`config.mk`:
```
export PLATFORM = sky130hd
export DESIGN_NAME = per_user_inflight_limit_table
export DESIGN_NICKNAME = d
export VERILOG_FILES = /design/src/sv/piltbl_pkg.sv /design/src/sv/per_user_inflight_limit_table.sv /design/src/sv/piltbl_cell.sv /design/src/sv/piltbl_scan.sv
export SDC_FILE = /design/constraint.sdc
export NUM_CORES = 2
export LEC_CHECK = 0
export ABC_AREA = 1
export ABC_CLOCK_PERIOD_IN_PS = 4500
export BUFFER_PORTS_ARGS = -buffer_cell sky130_fd_sc_hd__buf_2
export CORE_ASPECT_RATIO = 1.5
export CORE_MARGIN = 3
export CORE_UTILIZATION = 42
export DETAILED_ROUTE_END_ITERATION = 12
export PLACE_DENSITY_LB_ADDON = 0.3
export SYNTH_ARGS = -nofsm -noshare
export SYNTH_HDL_FRONTEND = slang
export SYNTH_HIERARCHICAL = 1
export SYNTH_SLANG_ARGS = --single-unit
```
`constraint.sdc`:
```
create_clock -name clk -period 4.5 [get_ports clk]
set_input_delay 0.225 -clock clk [delete_from_list [all_inputs] [get_ports clk]]
set_output_delay 0.225 -clock clk [all_outputs]
set_load 0.05 [all_outputs]
```
`src/sv/piltbl_pkg.sv`:
```
// Shared types and constants for the per-user in-flight limit table.
// No dependencies; imported by every module of the block.
package piltbl_pkg;

  localparam int USER_W = 64;
  localparam int CNT_W  = 8;
  localparam int MODE_W = 2;
  localparam int USED_W = 5;

  // used_slots saturates here for tables wider than the field
  localparam int USED_MAX = 31;

  localparam logic [CNT_W-1:0] MAX_PER_USER_RST = 8'd4;

  // Request modes; the unused code is handled as a query
  typedef enum logic [MODE_W-1:0] {
    MODE_ACQUIRE = 2'd0,
    MODE_RELEASE = 2'd1,
    MODE_QUERY   = 2'd2
  } mode_t;

  typedef enum logic [1:0] {
    ST_IDLE,
    ST_SCAN,
    ST_APPLY
  } state_t;

  // One table entry; user zero marks a free slot
  typedef struct packed {
    logic [USER_W-1:0] user;
    logic [CNT_W-1:0]  count;
  } slot_t;

  // Broadcast command to every cell
  typedef struct packed {
    logic  shift;
    logic  wr;
    slot_t wdata;
  } cell_cmd_t;

endpackage

```
`src/sv/per_user_inflight_limit_table.sv`:
```
// Per-user in-flight limit table: top level.
// Instantiates the slot cells (piltbl_cell) and the scan accumulator (piltbl_scan).
// Depends on piltbl_pkg.
//
// Usage:
//   Input stream: in_tuser carries the mode (acquire, release, query; code 3 acts as
//   query), in_tdata the 64-bit user id. Each item yields exactly one result item.
//   Result stream: out_tdata = {pad, used_slots, held, granted}.
//   Config: cfg_we with cfg_wdata writes max_per_user (reset value 4); write only
//   while no item is in progress.
//
// Timing:
//   The slots sit in a ring of TABLE_SLOTS cells that rotates one position per
//   cycle while a scan runs; the scan unit inspects the head cell at each scan
//   step. After a full turn the ring is back in place and the apply state writes
//   the selected cell and loads the output register. A new item is accepted
//   only once the previous one has left the apply state.
//   The next item is accepted while a result still waits in the output register;
//   it only holds in its apply cycle if that register is still occupied.
//   A stalled receiver therefore costs nothing until the next apply.
//
// Reset: rst_n clears every slot (empty table), the limit to 4, and the channels.
module per_user_inflight_limit_table
  import piltbl_pkg::*;
#(
  parameter int TABLE_SLOTS = 16
) (
  input  logic        clk,
  input  logic        rst_n,
  // config
  input  logic        cfg_we,
  input  logic [7:0]  cfg_wdata,     // max_per_user
  // input items
  input  logic        in_tvalid,
  output logic        in_tready,
  input  logic [63:0] in_tdata,      // [63:0] user_id
  input  logic [1:0]  in_tuser,      // [1:0] mode
  // result items
  output logic        out_tvalid,
  input  logic        out_tready,
  output logic [15:0] out_tdata      // [0] granted, [8:1] held, [13:9] used_slots, [15:14] 0
);

  localparam int IDX_W = $clog2(TABLE_SLOTS);
  localparam int NUM_W = $clog2(TABLE_SLOTS + 1);
  localparam int SAT_W = (NUM_W > USED_W) ? NUM_W : USED_W;

  state_t            state_r, state_nxt;
  logic [IDX_W-1:0]  k_r, k_nxt;
  logic [CNT_W-1:0]  max_r;
  mode_t             mode_r;
  logic [USER_W-1:0] uid_r;

  logic              in_acc;
  logic              apply_go;

  // scan results
  logic              hit;
  logic [IDX_W-1:0]  hit_idx;
  logic [CNT_W-1:0]  hit_cnt;
  logic              free;
  logic [IDX_W-1:0]  empty_idx;
  logic [NUM_W-1:0]  used;

  // apply decision
  logic              wr;
  logic [IDX_W-1:0]  wr_idx;
  slot_t             wdata;
  logic              granted;
  logic [CNT_W-1:0]  held;
  logic [NUM_W-1:0]  used_new;
  logic [SAT_W-1:0]  used_ext;
  logic [USED_W-1:0] used_out;

  // output register
  logic              out_tvalid_r;
  logic [15:0]       out_tdata_r;

  cell_cmd_t         cmd;
  slot_t             slots [TABLE_SLOTS];

  assign in_tready = (state_r == ST_IDLE);
  assign in_acc    = in_tvalid && in_tready;
  assign apply_go  = (state_r == ST_APPLY) && (!out_tvalid_r || out_tready);

  // ---------------- control FSM ----------------
  always_comb begin
    state_nxt = state_r;
    k_nxt     = k_r;
    case (state_r)
      ST_IDLE: begin
        k_nxt = '0;
        if (in_acc) begin
          state_nxt = ST_SCAN;
        end
      end
      ST_SCAN: begin
        if (k_r == IDX_W'(TABLE_SLOTS - 1)) begin
          k_nxt     = '0;
          state_nxt = ST_APPLY;
        end else begin
          k_nxt = k_r + IDX_W'(1);
        end
      end
      ST_APPLY: begin
        if (apply_go) begin
          state_nxt = ST_IDLE;
        end
      end
      default: begin
        state_nxt = ST_IDLE;
        k_nxt     = '0;
      end
    endcase
  end

  always_ff @(posedge clk) begin
    if (!rst_n) begin
      state_r <= ST_IDLE;
      k_r     <= '0;
      max_r   <= MAX_PER_USER_RST;
    end else begin
      state_r <= state_nxt;
      k_r     <= k_nxt;
      if (cfg_we) begin
        max_r <= cfg_wdata;
      end
    end
  end

  // request capture
  always_ff @(posedge clk) begin
    if (in_acc) begin
      mode_r <= mode_t'(in_tuser);
      uid_r  <= in_tdata;
    end
  end

  // ---------------- cell ring ----------------
  assign cmd.shift = (state_r == ST_SCAN);
  assign cmd.wr    = apply_go && wr;
  assign cmd.wdata = wdata;

  for (genvar i = 0; i < TABLE_SLOTS; i++) begin : g_cell
    piltbl_cell u_cell (
      .clk   (clk),
      .rst_n (rst_n),
      .cmd   (cmd),
      .sel   (wr_idx == IDX_W'(i)),
      .nbr   (slots[(i + 1) % TABLE_SLOTS]),
      .slot  (slots[i])
    );
  end

  // head cell holds original slot k during the turn
  piltbl_scan #(
    .TABLE_SLOTS (TABLE_SLOTS)
  ) u_scan (
    .clk       (clk),
    .rst_n     (rst_n),
    .clear     (in_acc),
    .step      (state_r == ST_SCAN),
    .idx       (k_r),
    .head      (slots[0]),
    .uid       (uid_r),
    .hit       (hit),
    .hit_idx   (hit_idx),
    .hit_cnt   (hit_cnt),
    .free      (free),
    .empty_idx (empty_idx),
    .used      (used)
  );

  // ---------------- apply ----------------
  always_comb begin
    wr          = 1'b0;
    wr_idx      = hit_idx;
    wdata.user  = uid_r;
    wdata.count = hit_cnt;
    granted     = 1'b0;
    held        = '0;
    used_new    = used;
    case (mode_r)
      MODE_ACQUIRE: begin
        if (uid_r != '0) begin
          if (hit) begin
            // refused at or above the limit, even if the limit dropped later
            if (hit_cnt < max_r) begin
              wr          = 1'b1;
              wdata.count = hit_cnt + CNT_W'(1);
              granted     = 1'b1;
              held        = hit_cnt + CNT_W'(1);
            end else begin
              held = hit_cnt;
            end
          end else if (free) begin
            // new user claims the lowest free slot
            wr          = 1'b1;
            wr_idx      = empty_idx;
            wdata.count = CNT_W'(1);
            granted     = 1'b1;
            held        = CNT_W'(1);
            used_new    = used + NUM_W'(1);
          end
        end
      end
      MODE_RELEASE: begin
        if (hit) begin
          wr = 1'b1;
          if (hit_cnt > CNT_W'(1)) begin
            wdata.count = hit_cnt - CNT_W'(1);
            held        = hit_cnt - CNT_W'(1);
          end else begin
            // count reaches zero: free the slot
            wdata    = '0;
            used_new = used - NUM_W'(1);
          end
        end
      end
      default: begin
        held = hit ? hit_cnt : '0;
      end
    endcase
  end

  assign used_ext = SAT_W'(used_new);
  assign used_out = (used_ext > SAT_W'(USED_MAX)) ? USED_W'(USED_MAX)
                                                  : used_ext[USED_W-1:0];

  // ---------------- output register ----------------
  always_ff @(posedge clk) begin
    if (!rst_n) begin
      out_tvalid_r <= 1'b0;
    end else if (apply_go) begin
      out_tvalid_r <= 1'b1;
    end else if (out_tready) begin
      out_tvalid_r <= 1'b0;
    end
  end

  always_ff @(posedge clk) begin
    if (apply_go) begin
      out_tdata_r <= {2'b00, used_out, held, granted};
    end
  end

  assign out_tvalid = out_tvalid_r;
  assign out_tdata  = out_tdata_r;

  // ---------------- assertions ----------------
  a_idle_ptr: assert property (@(posedge clk) disable iff (!rst_n)
    (state_r == ST_IDLE) |-> (k_r == '0))
    else $error("scan pointer not parked while idle");

  a_acc_scan: assert property (@(posedge clk) disable iff (!rst_n)
    in_acc |=> (state_r == ST_SCAN))
    else $error("accepted item did not start a scan");

  a_apply_hold: assert property (@(posedge clk) disable iff (!rst_n)
    (state_r == ST_APPLY && out_tvalid_r && !out_tready) |=> (state_r == ST_APPLY))
    else $error("apply overran a pending result");

  a_grant_held: assert property (@(posedge clk) disable iff (!rst_n)
    (out_tvalid_r && out_tdata_r[0]) |-> (out_tdata_r[8:1] != '0))
    else $error("grant with zero held count");

endmodule

```
`src/sv/piltbl_cell.sv`:
```
// One table slot: holds a user id and its in-flight count.
// Rotates its entry to the neighbor on shift, or takes a selected write.
// Depends on piltbl_pkg.
module piltbl_cell
  import piltbl_pkg::*;
(
  input  logic      clk,
  input  logic      rst_n,
  input  cell_cmd_t cmd,
  input  logic      sel,
  input  slot_t     nbr,
  output slot_t     slot
);

  slot_t slot_r;
  slot_t slot_nxt;

  always_comb begin
    slot_nxt = slot_r;
    if (cmd.shift) begin
      slot_nxt = nbr;
    end else if (cmd.wr && sel) begin
      slot_nxt = cmd.wdata;
    end
  end

  always_ff @(posedge clk) begin
    if (!rst_n) begin
      slot_r <= '0;
    end else begin
      slot_r <= slot_nxt;
    end
  end

  assign slot = slot_r;

endmodule

```
`src/sv/piltbl_scan.sv`:
```
// Scan accumulator: looks at the head cell once per step while the ring rotates.
// Records the matching slot, the first free slot and the occupancy.
// Depends on piltbl_pkg.
module piltbl_scan
  import piltbl_pkg::*;
#(
  parameter  int TABLE_SLOTS = 16,
  localparam int IDX_W       = $clog2(TABLE_SLOTS),
  localparam int NUM_W       = $clog2(TABLE_SLOTS + 1)
) (
  input  logic              clk,
  input  logic              rst_n,
  input  logic              clear,
  input  logic              step,
  input  logic [IDX_W-1:0]  idx,
  input  slot_t             head,
  input  logic [USER_W-1:0] uid,
  output logic              hit,
  output logic [IDX_W-1:0]  hit_idx,
  output logic [CNT_W-1:0]  hit_cnt,
  output logic              free,
  output logic [IDX_W-1:0]  empty_idx,
  output logic [NUM_W-1:0]  used
);

  logic             hit_r, hit_nxt;
  logic [IDX_W-1:0] hit_idx_r, hit_idx_nxt;
  logic [CNT_W-1:0] hit_cnt_r, hit_cnt_nxt;
  logic             free_r, free_nxt;
  logic [IDX_W-1:0] empty_idx_r, empty_idx_nxt;
  logic [NUM_W-1:0] used_r, used_nxt;
  logic             occupied;

  assign occupied = (head.user != '0);

  always_comb begin
    hit_nxt       = hit_r;
    hit_idx_nxt   = hit_idx_r;
    hit_cnt_nxt   = hit_cnt_r;
    free_nxt      = free_r;
    empty_idx_nxt = empty_idx_r;
    used_nxt      = used_r;
    if (clear) begin
      hit_nxt  = 1'b0;
      free_nxt = 1'b0;
      used_nxt = '0;
    end else if (step) begin
      // anonymous user never matches an occupied slot
      if (!hit_r && (uid != '0) && (head.user == uid)) begin
        hit_nxt     = 1'b1;
        hit_idx_nxt = idx;
        hit_cnt_nxt = head.count;
      end
      if (!free_r && !occupied) begin
        free_nxt      = 1'b1;
        empty_idx_nxt = idx;
      end
      if (occupied) begin
        used_nxt = used_r + NUM_W'(1);
      end
    end
  end

  always_ff @(posedge clk) begin
    if (!rst_n) begin
      hit_r  <= 1'b0;
      free_r <= 1'b0;
      used_r <= '0;
    end else begin
      hit_r  <= hit_nxt;
      free_r <= free_nxt;
      used_r <= used_nxt;
    end
  end

  always_ff @(posedge clk) begin
    hit_idx_r   <= hit_idx_nxt;
    hit_cnt_r   <= hit_cnt_nxt;
    empty_idx_r <= empty_idx_nxt;
  end

  assign hit       = hit_r;
  assign hit_idx   = hit_idx_r;
  assign hit_cnt   = hit_cnt_r;
  assign free      = free_r;
  assign empty_idx = empty_idx_r;
  assign used      = used_r;

endmodule
```
---- Word-level counts from Yosys, hierarchy flattened ----
Index checks and enable logic that the tools add are counted.
W data, S select, Z words.
storage, ports and cells
  logic and storage cells ................. 207
  flip-flop bits (word level) ............. 1,270
  output and inout bits ................... 18
  input port bits ......................... 79
operators by class
  magnitude comparators ................... 3
  $add $sub $neg .......................... 5
  bitwise operators ....................... 2
  eq/ne operators ......................... 23
  reduce and logical (&&, ||, !) cells .... 56
  multiplexer cells ....................... 71
operator list
  operator               count
  $mux W72               33
  $mux W64               2
  $reduce_bool A64 Y1    2
  $mux W8                9
  $eq A64 B64 Y1         1
  $eq A4 B4 Y1 const B   9
  $reduce_bool A2 Y1     17
  $pmux W8 S2            2
  $mux W5                5
  $logic_and A1 B1 Y1    22
  $mux W4                5
  $eq A4 B3 Y1 const B   4
  $pmux W5 S2            1
  $reduce_and A3 Y1      3
  $add A8 B1 Y8 const B  1
  $eq A4 B2 Y1 const B   2
  $gt A8 B1 Y1 const B   1
  $lt A8 B8 Y1           1
  $mux W1                8
  $pmux W4 S2            1
  $sub A8 B1 Y8 const B  1
  $mux W2                3
  $pmux W2 S3            1
  $reduce_and A2 Y1      3
  16 further kinds       23

---- Longest topological paths before layout ----
  depth in word-level cells ............... 9
  mapped depth ............................ 18
  mapped depth without buffers ............ 18

---- Modules after synthesis ----
Netlist, hierarchy kept.
by module, submodules not included
  module                         area an instance (um^2)  instances  seq. area each (um^2)  cells each
  piltbl_cell                    3,915.0                  16         1,441.4                696
  per_user_inflight_limit_table  5,420.2                  1          2,702.6                675
  piltbl_scan                    2,421.1                  1          620.6                  465

---- Worst setup path before layout ----
Ideal clock, no wire load.
  kind .................................... flip-flop to flip-flop
  start ................................... reg u_scan.hit_cnt_r[5], in the netlist u_scan/hit_cnt[5]
  end ..................................... reg g_cell[0].u_cell.slot_r (netlist bit g_cell[0].u_cell/slot[10])
  setup slack ............................. 708 ps
  clock period less this slack ............ 3,792 ps
  setup time .............................. 64 ps
  buffers on the path ..................... 2
  cell stages (with the launch flop) ...... 13
  required time ........................... 4,436 ps
  arrival time ............................ 3,728 ps
  cell sequence ........................... edfxtp_1 > ha_1 > a21oi_1 > o21a_1 > buf_2 > a21oi_1 > nor3_1 > o21a_1 > nand2_1 > clkbuf_1 > nand3_1 > nand2_1 > nor2_1
RTL lines
  what                    RTL line           text
  start, declared         piltbl_scan.sv:28  logic [CNT_W-1:0] hit_cnt_r, hit_cnt_nxt;
  start signal, assigned  piltbl_scan.sv:78  hit_cnt_r <= hit_cnt_nxt;
  end signal, assigned    piltbl_cell.sv:31  slot_r <= slot_nxt;
  end, declared           piltbl_cell.sv:15  slot_t slot_r;

---- Worst setup path after layout ----
  start ................................... reg uid_r[17]
  end ..................................... reg g_cell[15].u_cell.slot_r (netlist bit g_cell[15].u_cell/slot[65])
between the ends
  cells in the longest elaborated chain, start to end .. 6
  elaborated cells on any way between the ends .. 9
  those cells by class .................... eq/ne: 1; mux: 4; reduce/logical: 4
ends and longest elaborated chain
  what                                                        RTL line                                                                    text
  start, declared                                             per_user_inflight_limit_table.sv:52                                         logic [USER_W-1:0] uid_r;
  start signal, assigned                                      per_user_inflight_limit_table.sv:135                                        uid_r <= in_tdata;
  $reduce_bool A64 Y1 (*)                                     per_user_inflight_limit_table.sv:185                                        if (uid_r != '0) begin
  $mux W4 / $mux W1 (equally long branches)                   per_user_inflight_limit_table.sv:185
  $mux W4 / $pmux W1 S2 (equally long branches)               per_user_inflight_limit_table.sv:183                                        case (mode_r)
  $eq A4 B4 Y1 / $logic_and A1 B1 Y1 (equally long branches)  per_user_inflight_limit_table.sv:149, per_user_inflight_limit_table.sv:141
  $logic_and A1 B1 Y1 (*)                                     piltbl_cell.sv:22                                                           end else if (cmd.wr && sel) begin
  $reduce_bool A2 Y1 (no line) (*)                            -
  end signal, assigned                                        piltbl_cell.sv:31
  end, declared                                               piltbl_cell.sv:15
Mark *: on every way between the ends. The rest lies on a longest branch, timed or not.
A chain may end at the register's enable or synchronous reset.

==> reports/metrics.cfg <==
[outcome]
status=finished clean

[sta]
worstMarginPinSlew_ps=1410
relSlewSlack=0.0628
rsz0062_at_grt=no
final-max-slew-violation-count=0
fin_crit_sh=0.857
clock.fmax_mhz=259
hold_violations=0
setup_slack_ps=643
setup_viol=0
fin_crit_ps=3860
tns_ps=0
fin_skew_ps=42.7

[power]
p_switching_mw=9.34
p_int_mw=20.8
clockPowerShare=0.381
ir_drop_uv=464
comb_power_share=0.188
p_per_area_nw_per_um2=388
swShare=0.310
sequentialPowerShare=0.431
leakage_nw=41.6

[setup_path]
critical_path_buf_inv_count=3
slowest_delay_ps=770
crit_path_top_delay_cell=a21oi_4
required_ps=5200
cp_max_fo=18
crit_type=flop to flop
cp_cell_sequence=nor2_1 > nand2_1 > nor2_1 > nand2_1 > nor2_1 > nand2_4 > buf_4 > nand3_4 > nand2_1 > nand2_1 > inv_1 > nand2_1 > nor2_1 > a21oi_4 > buf_4 > nor2_1 > nor2_1
cp_top_family=simple AND/OR/NAND/NOR gates
worst_ep_arrival_time_ps=4560
crit_top_cell=nor2_1
endpoint_kind=flop
start_kind=flop

[yosys]
synthSimpleGateAreaFrac=0.488
ys_seq_area_frac=0.374
muxShareOfSynthArea=0.000142
yosysUniqueCellTypes=43
yosysTopAreaCell=dfxtp_1
syn_inst=12300
synth-xor-area-share=0.00199
synth_compound_gate_area_share=0.0123
synthAdderAreaFrac=0.00249
synth_top_family_by_area=simple AND/OR/NAND/NOR gates
synth_ff_type=dfxtp_1
syn_area_per_cell_um2=5.74
synthArstFlopShare=0
synth.top_cell.area_share=0.333
syn_area_um2=70500
synth_edf_count=96
yosysMostFrequentCell=nand2_1
yosys-top-cells-area=dfxtp_1 (33%), nand2_1 (26%), nor2_1 (13%), nand3_1 (8.6%), inv_1 (7.3%)
ys.warnings.count=6
ys_seq_elements=1270
synth_common_cells=nand2_1 (4,963), nor2_1 (2,500), inv_1 (1,365)

[grt]
grt_max_degree=237
grt_overflow=0
grt_util_all_layers=0.270
antenna_found_initial=8
grt_pass1_vias=68000
grt_pass1_wl_um=375000

[floorplanning]
floorplan.initialDensity=0.424
coreArea_um2=166000
ioPinCount=97
die_w_um=340
num_rows=183
die-area_um2=173000
die_y_um=508

[placed_design]
post-place-ws_ps=813
port_buffers=94
place_congestion=0.964
postPlaceCellArea_um2=72300
hpwl_um=141000

[clock_network]
insertion_delay_ps=800
h-tree-depth=4
clk_pin_slew_ps=60
cts_setup_buffers=0
clock_sinks=1270
clockRootBuffer=clkbuf_16
cts_buffers=134
cts_tree=done
cts_buffer_depth=3
post_cts_resized=0
cts_hold_buf=94

[drt]
wl_per_cell_um=16.8
dr_total_vias=72500
postRouteAntennaNets=0
routed_wl_um=241000
drt-initial-drc-count=6591
drc=0
dr.pass1.iters=6
via_per_inst=5.06

[final_layout]
postLayoutCoreUtil=0.467
design_area_um2=77600
drive_gt1_frac=0.0421
fill_cells=17300
layout.nets=12100
syn2layout_area_growth_pct=10.2

[hold_path]
hold_path_class=input pin to flop

[run]
maxCapViolations=0

-- path summary, 6_finish.rpt --
kind,from,endpoint,slack (ps),cells after the start
setup / recovery,uid_r[17],g_cell[15].u_cell/slot[65],640,17
hold reg to reg,g_cell[0].u_cell/slot[0],u_scan/hit_cnt[0],500,0
setup reg to reg,uid_r[17],g_cell[15].u_cell/slot[65],640,17
hold / removal,in_tdata[32],uid_r[32],130,2
-- cells by family (layout without fill, tap and decap cells) --
family / after synthesis / count (layout)
flops: 1270 / 1270
buf+inv: 2132 / 1954
other cells: 1 / 9
xor+xnor: 16 / 16
compound gates: 128 / 128
mux: 1 / 1
simple gates: 8714 / 8714
fa+ha+maj: 14 / 14
-- layer usage --
| layer | vias to the layer above | share of wire | wire length (um) | global-route usage |
|---|---|---|---|---|
| met5 | - | 0.000058 | 14 | 0 |
| met4 | 2 | 0.050 | 12000 | 0.134 |
| met3 | 677 | 0.071 | 17000 | 0.0401 |
| met2 | 2702 | 0.48 | 116000 | 0.475 |
| met1 | 33300 | 0.40 | 95300 | 0.318 |
| li1 | 35900 | - | - | - |
-- registers in the layout (all words and copies together), names as in the netlist, 5 cells and up --
| signal | count |
|---|---|
| g_cell.u_cell/slot | 1152 |
| uid_r | 64 |
| out_tdata | 14 |
| max_r | 8 |
| u_scan/hit_cnt | 8 |
| u_scan/used | 5 |
-- layout by cell type, fill, tap and decap left out, types with 5 or more instances in the layout --
cell	count
a21oi_1	37
a21oi_4	16
buf_12	50
buf_2	93
buf_4	80
bufinv_16	9
clkbuf_1	35
clkbuf_16	140
clkbuf_8	18
clkinv_1	7
clkinv_2	25
dfxtp_1	1174
diode_2	7
dlygate4sd3_1	94
edfxtp_1	96
ha_1	14
inv_1	1364
inv_2	8
inv_6	23
nand2_1	4947
nand2_2	5
nand2_4	20
nand3_1	1215
nand4_1	13
nor2_1	2499
o21ai_0	56
xor2_1	13
-- power groups by stage --
stage,logic [mW],registers [mW],clock network [mW]
floorplan,4.22,13.0,0
global placement,5.41,13.2,0
finish,5.67,13.0,11.5
CTS,5.63,13.0,11.7
detailed placement,5.53,13.2,0
global route,6.44,13.1,12.0
-- worst register-to-register path: stages (launching register included) --
cell      delay [ps]
edfxtp_1         550
nor2_1           150
nand2_1           70
nor2_1           210
nand2_1          120
nor2_1           320
nand2_4          140
buf_4            230
nand3_4          110
nand2_1           70
nand2_1          100
inv_1             60
nand2_1          130
nor2_1           140
a21oi_4          780
buf_4            420
nor2_1            80
nor2_1           110
-- layout make-up --
type | count | area, um^2 | area share
Antenna cell | 7 | 17.5 | 0.000226
Clock buffer | 193 | 3880 | 0.0500
Clock inverter | 52 | 549 | 0.00707
Inverter | 1391 | 5300 | 0.0683
Multi-Input combinational cell | 8875 | 35700 | 0.460
Sequential cell | 1270 | 26400 | 0.340
Tap cell | 2220 | 2780 | 0.0358
Timing Repair Buffer | 318 | 3020 | 0.0389
-- through the flow --
stage	total power, mW	std cells	hold WS (ps)
floorplan	17.2	12300	324
global placement	18.6	14000	404
detailed placement	18.7	14000	403
CTS	30.2	14300	78.6
global route	31.5	14300	117
finish	30.1	14300	133
(Power assumes the default switching activity.)
